[src/hdl/tdd_pkg.sv]
package tdd_pkg;

   // Stream payload widths (whole bytes)
   localparam int REQ_DATA_W = 56;
   localparam int RSP_DATA_W = 96;

   // Configuration port
   localparam int CSR_INDEX_W = 2;
   localparam int CSR_DATA_W  = 32;

   localparam logic [CSR_INDEX_W-1:0] REG_DRIFT_THRESHOLD = 2'd0;
   localparam logic [CSR_INDEX_W-1:0] REG_SUPPRESS_WINDOW = 2'd1;
   localparam logic [CSR_INDEX_W-1:0] REG_BASE_COUNT      = 2'd2;

   // Register defaults, also used when a register holds zero
   localparam logic [14:0] DEF_THRESHOLD  = 15'd50;
   localparam logic [31:0] DEF_SUPPRESS   = 32'd300000;
   localparam logic [7:0]  DEF_BASE_COUNT = 8'd5;

   // Timing constants
   localparam logic [31:0] COOLDOWN_MS  = 32'd600000;
   localparam logic [31:0] BUCKET_MS    = 32'd600000;
   localparam logic [31:0] BUCKET_COUNT = 32'd144;

   // Bucket by reciprocals: now / 600000 is (now >> 6) / 9375, exact for all
   // 26-bit dividends; q mod 144 goes through (q >> 4) / 9, exact below 1170
   localparam logic [26:0] BKT_MS_RECIP  = 27'd117281241;
   localparam int          BKT_MS_SHIFT  = 40;
   localparam logic [9:0]  BKT_CNT_RECIP = 10'd911;
   localparam int          BKT_CNT_SHIFT = 13;

   // Sample range and confidence limits
   localparam logic signed [15:0] TEMP_LIMIT = 16'sd30000;
   localparam logic [6:0] CONF_BASE = 7'd50;
   localparam logic [6:0] CONF_MAX  = 7'd100;

   // Shared divider
   localparam int DIV_W     = 32;
   localparam int DIV_CNT_W = $clog2(DIV_W);

   // Reciprocal of ten, exact for dividends below 69905
   localparam logic [18:0] RND_MUL   = 19'd419431;
   localparam int          RND_SHIFT = 22;

   typedef struct packed {
      logic             start;
      logic [DIV_W-1:0] dividend;
      logic [DIV_W-1:0] divisor;
   } tdd_div_req_type;

   typedef struct packed {
      logic             done;
      logic [DIV_W-1:0] quot;
   } tdd_div_rsp_type;

   // Round tenths half away from zero to whole degrees, saturate to 8 bits
   function automatic logic signed [7:0] round_degrees(input logic signed [15:0] t);
      logic [15:0] mag;
      logic [34:0] prod;
      logic [12:0] q;
      logic [7:0]  res;
      mag  = t[15] ? 16'(-t) : 16'(t);
      prod = 35'(mag + 16'd5) * 35'(RND_MUL);
      q    = prod[RND_SHIFT +: 13];
      if (!t[15]) begin
         res = (q > 13'd127) ? 8'd127 : q[7:0];
      end else begin
         res = (q > 13'd128) ? 8'h80 : (8'd0 - q[7:0]);
      end
      return $signed(res);
   endfunction

endpackage

[src/hdl/tdd_div.sv]
module tdd_div (
   input  logic                     clock,
   input  logic                     reset,
   input  tdd_pkg::tdd_div_req_type div_req,
   output tdd_pkg::tdd_div_rsp_type div_rsp
);
   import tdd_pkg::*;

   typedef enum logic {DV_IDLE, DV_RUN} dv_state_type;

   dv_state_type         state_ff, state_in;
   logic [DIV_CNT_W-1:0] cnt_ff, cnt_in;
   logic [DIV_W-1:0]     quo_ff, quo_in;
   logic [DIV_W-1:0]     rem_ff, rem_in;
   logic [DIV_W-1:0]     den_ff, den_in;
   logic                 done_ff, done_in;

   logic [DIV_W:0]       trial;
   logic                 fits;

   // One restoring step: shift in the next dividend bit, subtract when it fits
   assign trial = {rem_ff, quo_ff[DIV_W-1]};
   assign fits  = trial >= {1'b0, den_ff};

   always_comb begin
      state_in = state_ff;
      cnt_in   = cnt_ff;
      quo_in   = quo_ff;
      rem_in   = rem_ff;
      den_in   = den_ff;
      done_in  = 1'b0;
      unique case (state_ff)
         DV_IDLE: begin
            if (div_req.start) begin
               quo_in   = div_req.dividend;
               den_in   = div_req.divisor;
               rem_in   = '0;
               cnt_in   = DIV_CNT_W'(DIV_W - 1);
               state_in = DV_RUN;
            end
         end
         DV_RUN: begin
            rem_in = fits ? DIV_W'(trial - {1'b0, den_ff}) : trial[DIV_W-1:0];
            quo_in = {quo_ff[DIV_W-2:0], fits};
            cnt_in = cnt_ff - 1'b1;
            if (cnt_ff == '0) begin
               done_in  = 1'b1;
               state_in = DV_IDLE;
            end
         end
         default: state_in = DV_IDLE;
      endcase
   end

   always_ff @(posedge clock) begin
      if (reset) begin
         state_ff <= DV_IDLE;
         cnt_ff   <= '0;
         quo_ff   <= '0;
         rem_ff   <= '0;
         den_ff   <= '0;
         done_ff  <= 1'b0;
      end else begin
         state_ff <= state_in;
         cnt_ff   <= cnt_in;
         quo_ff   <= quo_in;
         rem_ff   <= rem_in;
         den_ff   <= den_in;
         done_ff  <= done_in;
      end
   end

   assign div_rsp.done = done_ff;
   assign div_rsp.quot = quo_ff;

endmodule

[src/hdl/temperature_drift_detector_core.sv]
// Channel  Dir  Handshake              Payload
// req      in   req_tvalid/req_tready  req_tdata, req_tuser (func)
// rsp      out  rsp_tvalid/rsp_tready  rsp_tdata, rsp_tuser (event_valid)
// csr      in   csr_valid/csr_ready    csr_index, csr_data
//
// One item at a time, each from PREP on: a load update or a building sample to OUT; a nudge
// EVAL, BROUND, OUT; a suppressed drift EVAL, OUT; the locking sample MEAN (mean on the
// 32-step serial divider), BROUND, OUT; an event EVAL, CONF (confidence on the divider),
// BUCK1, BUCK2 (two reciprocal multiplies for the time bucket), OUT. req_tready is high
// only while idle; a waiting result does not block it, but the next result holds until
// that transfer. csr_ready is always high. Reset is synchronous and needs no clearing pass.
module temperature_drift_detector_core (
   input  logic                              clock,
   input  logic                              reset,
   input  logic                              req_tvalid,
   output logic                              req_tready,
   // [31:0] now_ms, [47:32] temp_tenths, [48] load_active, [55:49] zero
   input  logic [tdd_pkg::REQ_DATA_W-1:0]    req_tdata,
   // [0] func
   input  logic                              req_tuser,
   output logic                              rsp_tvalid,
   input  logic                              rsp_tready,
   // [6:0] confidence, [14:7] ten-minute slot, [15] lock flag,
   // [23:16] baseline_degrees, [31:24] last_degrees, [63:32] samples_seen,
   // [95:64] events_raised
   output logic [tdd_pkg::RSP_DATA_W-1:0]    rsp_tdata,
   // [0] event_valid
   output logic                              rsp_tuser,
   input  logic                              csr_valid,
   output logic                              csr_ready,
   input  logic [tdd_pkg::CSR_INDEX_W-1:0]   csr_index,
   input  logic [tdd_pkg::CSR_DATA_W-1:0]    csr_data
);
   import tdd_pkg::*;

   typedef enum logic [3:0] {
      ST_IDLE, ST_PREP, ST_EVAL, ST_MEAN, ST_BROUND,
      ST_CONF, ST_BUCK1, ST_BUCK2, ST_OUT
   } st_type;

   // Configuration
   logic [14:0] thr_ff;
   logic [31:0] sup_ff;
   logic [7:0]  need_ff;
   logic [14:0] thr_eff;
   logic [31:0] sup_eff;
   logic [7:0]  need_eff;

   // Sequencer and item
   st_type             state_ff, state_in;
   logic               func_ff, func_in;
   logic [31:0]        now_ff, now_in;
   logic signed [15:0] temp_ff, temp_in;
   logic               load_ff, load_in;

   // Detector state
   logic signed [23:0] sum_ff, sum_in;
   logic [7:0]         bss_ff, bss_in;
   logic signed [15:0] base_ff, base_in;
   logic               locked_ff, locked_in;
   logic               hload_ff, hload_in;
   logic [31:0]        cool_dl_ff, cool_dl_in;
   logic [31:0]        last_ev_ff, last_ev_in;
   logic [31:0]        smp_cnt_ff, smp_cnt_in;
   logic [31:0]        ev_cnt_ff, ev_cnt_in;
   logic signed [7:0]  last_rnd_ff, last_rnd_in;
   logic signed [7:0]  base_rnd_ff, base_rnd_in;

   // Per-item work
   logic signed [16:0] delta_ff, delta_in;
   logic               mean_neg_ff, mean_neg_in;
   logic               ev_ff, ev_in;
   logic [6:0]         conf_ff, conf_in;
   logic [7:0]         bucket_ff, bucket_in;
   logic [12:0]        bkt_q_ff, bkt_q_in;

   // Divider and result
   tdd_div_req_type         div_req_ff, div_req_in;
   tdd_div_rsp_type         div_rsp;
   logic                    rsp_tvalid_ff, rsp_tvalid_in;
   logic [RSP_DATA_W-1:0]   rsp_tdata_ff, rsp_tdata_in;
   logic                    rsp_tuser_ff, rsp_tuser_in;

   // Datapath terms
   logic signed [15:0] req_temp;
   logic signed [23:0] sum_new;
   logic [23:0]        sum_mag;
   logic [7:0]         bss_new;
   logic [15:0]        mag;
   logic [15:0]        mag_over;
   logic [21:0]        conf_num;
   logic [31:0]        cool_diff;
   logic               cooling;
   logic [52:0]        bkt_prod;
   logic [21:0]        bkt_hi_prod;
   logic [12:0]        bkt_rem;

   // Move the baseline toward the sample by delta >> sh, toward zero, step at least 1
   function automatic logic signed [15:0] nudge_base(input logic signed [15:0] base,
                                                     input logic signed [16:0] delta,
                                                     input logic big_div);
      logic [16:0]        m;
      logic [16:0]        q;
      logic signed [16:0] adj;
      m = delta[16] ? 17'(-delta) : 17'(delta);
      q = big_div ? (m >> 4) : (m >> 1);
      if (q == '0 && m != '0) begin
         q = 17'd1;
      end
      adj = delta[16] ? -$signed(q) : $signed(q);
      return 16'(17'(base) + adj);
   endfunction

   tdd_div u_div (
      .clock   (clock),
      .reset   (reset),
      .div_req (div_req_ff),
      .div_rsp (div_rsp)
   );

   // Take register writes; zero selects the default
   always_ff @(posedge clock) begin
      if (reset) begin
         thr_ff  <= DEF_THRESHOLD;
         sup_ff  <= DEF_SUPPRESS;
         need_ff <= DEF_BASE_COUNT;
      end else if (csr_valid) begin
         unique case (csr_index)
            REG_DRIFT_THRESHOLD: thr_ff  <= csr_data[14:0];
            REG_SUPPRESS_WINDOW: sup_ff  <= csr_data;
            REG_BASE_COUNT:      need_ff <= csr_data[7:0];
            default: ;
         endcase
      end
   end

   assign csr_ready = 1'b1;
   assign thr_eff   = (thr_ff == '0) ? DEF_THRESHOLD : thr_ff;
   assign sup_eff   = (sup_ff == '0) ? DEF_SUPPRESS : sup_ff;
   assign need_eff  = (need_ff == '0) ? DEF_BASE_COUNT : need_ff;

   // Clamp the incoming sample
   always_comb begin
      req_temp = $signed(req_tdata[47:32]);
      if (req_temp > TEMP_LIMIT) begin
         req_temp = TEMP_LIMIT;
      end else if (req_temp < -TEMP_LIMIT) begin
         req_temp = -TEMP_LIMIT;
      end
   end

   assign sum_new   = sum_ff + 24'(temp_ff);
   assign sum_mag   = sum_new[23] ? 24'(-sum_new) : 24'(sum_new);
   assign bss_new   = bss_ff + 8'd1;
   assign mag       = delta_ff[16] ? 16'(-delta_ff) : 16'(delta_ff);
   assign mag_over  = mag - 16'(thr_eff);
   assign conf_num  = 22'(mag_over) * 22'(CONF_BASE);
   assign cool_diff = now_ff - cool_dl_ff;
   assign cooling   = cool_diff[31];

   // Bucket: ten-minute index from (now >> 6) / 9375, then its remainder modulo 144
   assign bkt_prod    = 53'(now_ff[31:6]) * 53'(BKT_MS_RECIP);
   assign bkt_hi_prod = 22'(bkt_q_ff[12:4]) * 22'(BKT_CNT_RECIP);
   assign bkt_rem     = bkt_q_ff - 13'(bkt_hi_prod[21:BKT_CNT_SHIFT]) * 13'(BUCKET_COUNT);

   always_comb begin
      state_in      = state_ff;
      func_in       = func_ff;
      now_in        = now_ff;
      temp_in       = temp_ff;
      load_in       = load_ff;
      sum_in        = sum_ff;
      bss_in        = bss_ff;
      base_in       = base_ff;
      locked_in     = locked_ff;
      hload_in      = hload_ff;
      cool_dl_in    = cool_dl_ff;
      last_ev_in    = last_ev_ff;
      smp_cnt_in    = smp_cnt_ff;
      ev_cnt_in     = ev_cnt_ff;
      last_rnd_in   = last_rnd_ff;
      base_rnd_in   = base_rnd_ff;
      delta_in      = delta_ff;
      mean_neg_in   = mean_neg_ff;
      ev_in         = ev_ff;
      conf_in       = conf_ff;
      bucket_in     = bucket_ff;
      bkt_q_in      = bkt_q_ff;
      div_req_in    = div_req_ff;
      div_req_in.start = 1'b0;
      rsp_tdata_in  = rsp_tdata_ff;
      rsp_tuser_in  = rsp_tuser_ff;
      rsp_tvalid_in = rsp_tvalid_ff && !rsp_tready;

      unique case (state_ff)
         // Capture the item
         ST_IDLE: begin
            if (req_tvalid) begin
               func_in   = req_tuser;
               now_in    = req_tdata[31:0];
               temp_in   = req_temp;
               load_in   = req_tdata[48];
               ev_in     = 1'b0;
               conf_in   = '0;
               bucket_in = '0;
               state_in  = ST_PREP;
            end
         end
         // Load update, or common sample bookkeeping
         ST_PREP: begin
            if (func_ff) begin
               if (hload_ff && !load_ff) begin
                  cool_dl_in = now_ff + COOLDOWN_MS;
               end
               hload_in = load_ff;
               state_in = ST_OUT;
            end else begin
               smp_cnt_in  = smp_cnt_ff + 32'd1;
               last_rnd_in = round_degrees(temp_ff);
               if (!locked_ff) begin
                  sum_in = sum_new;
                  bss_in = bss_new;
                  if (bss_new >= need_eff && bss_new != '0) begin
                     mean_neg_in         = sum_new[23];
                     div_req_in.start    = 1'b1;
                     div_req_in.dividend = DIV_W'(sum_mag);
                     div_req_in.divisor  = DIV_W'(bss_new);
                     state_in            = ST_MEAN;
                  end else begin
                     state_in = ST_OUT;
                  end
               end else begin
                  delta_in = 17'(temp_ff) - 17'(base_ff);
                  state_in = ST_EVAL;
               end
            end
         end
         // Detect, or track the baseline
         ST_EVAL: begin
            if (hload_ff || cooling) begin
               base_in  = nudge_base(base_ff, delta_ff, 1'b0);
               state_in = ST_BROUND;
            end else if (mag >= 16'(thr_eff)) begin
               if ((now_ff - last_ev_ff) >= sup_eff) begin
                  ev_in               = 1'b1;
                  ev_cnt_in           = ev_cnt_ff + 32'd1;
                  last_ev_in          = now_ff;
                  div_req_in.start    = 1'b1;
                  div_req_in.dividend = DIV_W'(conf_num);
                  div_req_in.divisor  = DIV_W'(thr_eff);
                  state_in            = ST_CONF;
               end else begin
                  state_in = ST_OUT;
               end
            end else begin
               base_in  = nudge_base(base_ff, delta_ff, 1'b1);
               state_in = ST_BROUND;
            end
         end
         // Lock the baseline at the mean
         ST_MEAN: begin
            if (div_rsp.done) begin
               base_in   = mean_neg_ff ? -$signed(div_rsp.quot[15:0])
                                       : $signed(div_rsp.quot[15:0]);
               locked_in = 1'b1;
               state_in  = ST_BROUND;
            end
         end
         ST_BROUND: begin
            base_rnd_in = round_degrees(base_ff);
            state_in    = ST_OUT;
         end
         // Confidence, then the bucket index
         ST_CONF: begin
            if (div_rsp.done) begin
               conf_in = (div_rsp.quot >= DIV_W'(CONF_BASE)) ? CONF_MAX
                                                             : CONF_BASE + div_rsp.quot[6:0];
               state_in = ST_BUCK1;
            end
         end
         ST_BUCK1: begin
            bkt_q_in = bkt_prod[BKT_MS_SHIFT +: 13];
            state_in = ST_BUCK2;
         end
         ST_BUCK2: begin
            bucket_in = bkt_rem[7:0];
            state_in  = ST_OUT;
         end
         // Hold until the output register is free
         ST_OUT: begin
            if (!rsp_tvalid_ff || rsp_tready) begin
               rsp_tdata_in  = {ev_cnt_ff, smp_cnt_ff, last_rnd_ff, base_rnd_ff,
                                locked_ff, bucket_ff, conf_ff};
               rsp_tuser_in  = ev_ff;
               rsp_tvalid_in = 1'b1;
               state_in      = ST_IDLE;
            end
         end
         default: state_in = ST_IDLE;
      endcase
   end

   always_ff @(posedge clock) begin
      if (reset) begin
         state_ff      <= ST_IDLE;
         func_ff       <= 1'b0;
         now_ff        <= '0;
         temp_ff       <= '0;
         load_ff       <= 1'b0;
         sum_ff        <= '0;
         bss_ff        <= '0;
         base_ff       <= '0;
         locked_ff     <= 1'b0;
         hload_ff      <= 1'b0;
         cool_dl_ff    <= '0;
         last_ev_ff    <= '0;
         smp_cnt_ff    <= '0;
         ev_cnt_ff     <= '0;
         last_rnd_ff   <= '0;
         base_rnd_ff   <= '0;
         delta_ff      <= '0;
         mean_neg_ff   <= 1'b0;
         ev_ff         <= 1'b0;
         conf_ff       <= '0;
         bucket_ff     <= '0;
         bkt_q_ff      <= '0;
         div_req_ff    <= '0;
         rsp_tvalid_ff <= 1'b0;
         rsp_tdata_ff  <= '0;
         rsp_tuser_ff  <= 1'b0;
      end else begin
         state_ff      <= state_in;
         func_ff       <= func_in;
         now_ff        <= now_in;
         temp_ff       <= temp_in;
         load_ff       <= load_in;
         sum_ff        <= sum_in;
         bss_ff        <= bss_in;
         base_ff       <= base_in;
         locked_ff     <= locked_in;
         hload_ff      <= hload_in;
         cool_dl_ff    <= cool_dl_in;
         last_ev_ff    <= last_ev_in;
         smp_cnt_ff    <= smp_cnt_in;
         ev_cnt_ff     <= ev_cnt_in;
         last_rnd_ff   <= last_rnd_in;
         base_rnd_ff   <= base_rnd_in;
         delta_ff      <= delta_in;
         mean_neg_ff   <= mean_neg_in;
         ev_ff         <= ev_in;
         conf_ff       <= conf_in;
         bucket_ff     <= bucket_in;
         bkt_q_ff      <= bkt_q_in;
         div_req_ff    <= div_req_in;
         rsp_tvalid_ff <= rsp_tvalid_in;
         rsp_tdata_ff  <= rsp_tdata_in;
         rsp_tuser_ff  <= rsp_tuser_in;
      end
   end

   assign req_tready = (state_ff == ST_IDLE);
   assign rsp_tvalid = rsp_tvalid_ff;
   assign rsp_tdata  = rsp_tdata_ff;
   assign rsp_tuser  = rsp_tuser_ff;

endmodule

[config.mk]
export PLATFORM = sky130hd
export DESIGN_NAME = temperature_drift_detector_core
export DESIGN_NICKNAME = d
export VERILOG_FILES = /design/src/hdl/tdd_pkg.sv /design/src/hdl/tdd_div.sv /design/src/hdl/temperature_drift_detector_core.sv
export SDC_FILE = /design/constraint.sdc
export NUM_CORES = 2
export LEC_CHECK = 0
export BUFFER_PORTS_ARGS = -buffer_cell sky130_fd_sc_hd__buf_2
export CAP_MARGIN = 15
export CORE_UTILIZATION = 25
export CTS_BUF_LIST = sky130_fd_sc_hd__clkbuf_4 sky130_fd_sc_hd__clkbuf_8 sky130_fd_sc_hd__clkbuf_16
export DETAILED_ROUTE_END_ITERATION = 7
export RECOVER_POWER = 100
export SYNTH_ARGS = -nofsm -noshare
export SYNTH_HDL_FRONTEND = slang
export SYNTH_HIERARCHICAL = 1
export SYNTH_SLANG_ARGS = --single-unit
[constraint.sdc]
create_clock -name clock -period 12.1 [get_ports clock]
set_input_delay 2.42 -clock clock [delete_from_list [all_inputs] [get_ports clock]]
set_output_delay 2.42 -clock clock [all_outputs]
set_load 0.02 [all_outputs]
==> out/qor.txt <==
worst ir drop on vdd: 0.599 mV
die area: 238000 µm²
Util after Layout: 0.283
initial core utilization: 0.252
failing checks: capacitance limit, slew limit
r2r worst-path depth: 37
Post-CTS Setup Repair Bufs: 0
Max Freq: 92.9 MHz
die span in y: 488 µm
final hold slack: 442 ps
synthesized flop and latch total: 591
WP data required: 12660 ps
reg-to-reg startpoint: temp_ff[0]
internal power: 7.79 mW
pre-CTS setup slack: 1970 ps
Worst R2R End: last_rnd_ff[6]
HPWL after detailed placement: 138000 µm
synthesized area: 58900 µm²
Mean Syn Cell Area: 8.38 µm²
Mapped Cells: 7032
post-synth cell types: 106
adder-cell area share of the yosys netlist: 0.343
slack of the worst reg-to-reg path: 1510 ps
post-synthesis mux area share: 0.0151
Switching Share: 0.485
Worst-Margin Slew: 4660 ps
hold_buf cts: 0
WS Path Type: primary input to flop
Pleak: 29.4 nW
clock slew at reported path FFs: 70 ps
DRC Markers: 0
Non-Filler Instances: 10300
element type at the critical path end: flop
Via density: 4.71
power share of the combinational group: 0.699
clk_skew: 39.0 ps
dominant cell type by area after synthesis: dfxtp_1
status: finished, violations left
placed cell count: 10200
Sw Pwr: 7.35 mW
Max-cap violations: 9
Net count, final: 8536
global-route wire length before repair: 271000 µm
final setup margin: 1330 ps
Clk pwr share: 0.165
Final setup viols: 0
Global Route Usage Sum: 0.142
DRT Pass-1 Iters: 6
share of layout cells above drive strength 1: 0.0512
post-cts resize count: 0
pin count of the biggest net entering global routing: 152
antenna viol nets, final: 0
I/O pin count: 196
htree depth: 3
Total Wirelength: 170000 µm
Tmin final: 10770 ps
post-synthesis simple-gate area fraction: 0.153
Core Box Area: 233000 µm²
worst hold path type: flop to flop
largest cells by area after synthesis: dfxtp_1 20%, fa_1 17%, ha_1 17%
Port-buffer cells: 187
sequential area share after synthesis: 0.201
die width: 488 µm
total CTS buffers: 75
Final Hold Fails: 0
largest family of logic cells by synthesized area: adder cells
unrepaired setup endpoints after global routing: false
ys flop type: dfxtp_1
via count: 48600
Sink Count: 591
worst min-delay path startpoint: last_rnd_ff[6]
area of the multi-input gates: 42400 µm²
Post-Synth XOR/XNOR Area: 0.0566
P&R area growth vs syn: 12.0%
standard-cell rows: 177
Final Max Tran Viols: 661
DR WL/cell: 16.5 µm
root buffer cell: clkbuf_16
WP data arrival: 11330 ps
Max Fanout on Critical Path: 151
Post-synth ARST share: 0
Synth top area share: 0.201
pwr/cell area: 229 nW/µm²
GPL Wtd Cong: 0.932
Slew headroom: -2.11
Flop pwr share: 0.136
Post-synth EDFFs: 0
initial antenna violation count: 14
sequential cell area: 11800 µm²
Iter 0 DRT Violations: 2771
Max Buffers Root-to-Sink: 3
CP startpoint kind: primary input
Synth Area in Compound Gates: 0.149
vias in the first global route: 49200
Remaining Overflow, GRT: 0
crit path from: reset
hold path cells: 2
Setup TNS Final: 0 ps
Hold Path End: rsp_tdata[30]
yosys warns: 6
post-route clock period utilization: 0.890
number of fill cells: 25100
CTS tree: built
clock latency on the worst-skew pair: 710 ps
-- routing by layer --
metal	vias up	wire length [µm]	GRT usage
met5	-	0	0
li1	23700	-	-
met1	23600	73100	0.174
met2	996	84200	0.252
met3	276	6050	0.0144
met4	0	6980	0.0613
-- state kept, by name (all words and copies together) (netlist names), 17 cells and up --
signal        flops
delta_ff         17
smp_cnt_ff       32
ev_cnt_ff        32
u_div/quo_ff     32
last_ev_ff       32
rsp_tdata        96
sup_ff           32
div_req_ff       40
u_div/den_ff     32
sum_ff           24
cool_dl_ff       32
now_ff           32
u_div/rem_ff     32
-- critical path: stages --
cell and delay, ps:
clkbuf_1 3200, clkbuf_1 1830, clkbuf_2 2610, nor3_1 80, clkbuf_2 580, a32oi_1 310, o21ai_0 100
-- power groups by stage --
stage	registers, mW	logic, mW	clock network (mW)
2_1_floorplan	2.08	7.94	0
3_3_place_gp	2.10	10.4	0
3_5_place_dp	2.10	10.6	0
4_1_cts	2.06	10.7	2.57
5_1_grt	2.07	12.1	2.64
6_report	2.06	10.6	2.50
-- layout make-up --
class,count,area share
inverter,1035,0.0588
clock buffer,97,0.0320
clock inverter,39,0.00997
antenna,7,0.000265
timing repair buffer,245,0.0184
sequential,591,0.179
multi-input combinational,5184,0.642
tap,3132,0.0593
-- layout by cell type (no fill, tap or decap), drive strengths merged, types with 15 or more instances in the layout --
cell type / netlist / final
a211oi: 61 / 61
nand4: 66 / 66
ha: 798 / 798
and4: 19 / 19
inv: 1034 / 1039
mux2i: 74 / 74
dfxtp: 591 / 591
buf: 35 / 136
a21oi: 602 / 602
nor3: 104 / 104
o21bai: 24 / 24
o21a: 51 / 51
conb: 2 / 34
nor2: 431 / 431
nor4: 46 / 46
and2: 18 / 18
or4: 17 / 17
a21o: 104 / 104
a31oi: 44 / 44
nand2: 864 / 864
or2: 31 / 31
nand3: 145 / 145
o22ai: 25 / 25
clkinv: 1 / 19
o41ai: 15 / 15
fa: 510 / 510
and3: 40 / 40
nor2b: 43 / 43
o21ai: 230 / 230
o31ai: 32 / 32
clkbuf: 219 / 206
a22oi: 34 / 34
a221oi: 15 / 15
nand2b: 46 / 46
o211ai: 28 / 28
xnor2: 226 / 226
xor2: 154 / 154
or3: 48 / 48
-- cells by family (layout without fill, tap and decap cells) --
logic type               count (synthesis)  in the layout
adder cells (fa/ha/maj)               1308           1308
flip-flops                             591            591
other                                    2             41
XOR/XNOR                               380            380
multiplexers                            83             83
AO/OA/AOI/OAI                         1413           1413
AND/OR/NAND/NOR                       1966           1966
buffers and inverters                 1289           1416
-- how the worst max path moves through the flow --
stage               slack, ps                to  cells after the start
finish                   1330  u_div/rem_ff[27]                      7
global route              530    last_rnd_ff[6]                     37
CTS                      1880    last_rnd_ff[6]                     37
detailed placement       1970    last_rnd_ff[6]                     37
global placement         2040    last_rnd_ff[6]                     37
floorplan                3070    last_rnd_ff[6]                     38
-- cells in the mapped netlist (51+ instances only) --
cell and n:
clkbuf_1 219, dfxtp_1 591, mux2i_1 74, nand4_1 65, xor2_1 153, ha_1 798, xnor2_1 226, nor3_1 101
a21oi_1 599, a211oi_1 58, nand2_1 863, inv_1 1033, o21ai_0 219, a21o_1 104, nand3_1 145, nor2_1 431
o21a_1 51, fa_1 510
-- per-stage QoR --
stage / instance area [µm²] / power (mW)
4_1_cts: 66200 / 15.3
6_report: 66000 / 15.1
3_5_place_dp: 63400 / 12.7
3_3_place_gp: 63400 / 12.5
5_1_grt: 66000 / 16.8
2_1_floorplan: 59100 / 10.0
No activity file was read; power rests on OpenSTA's default activity.
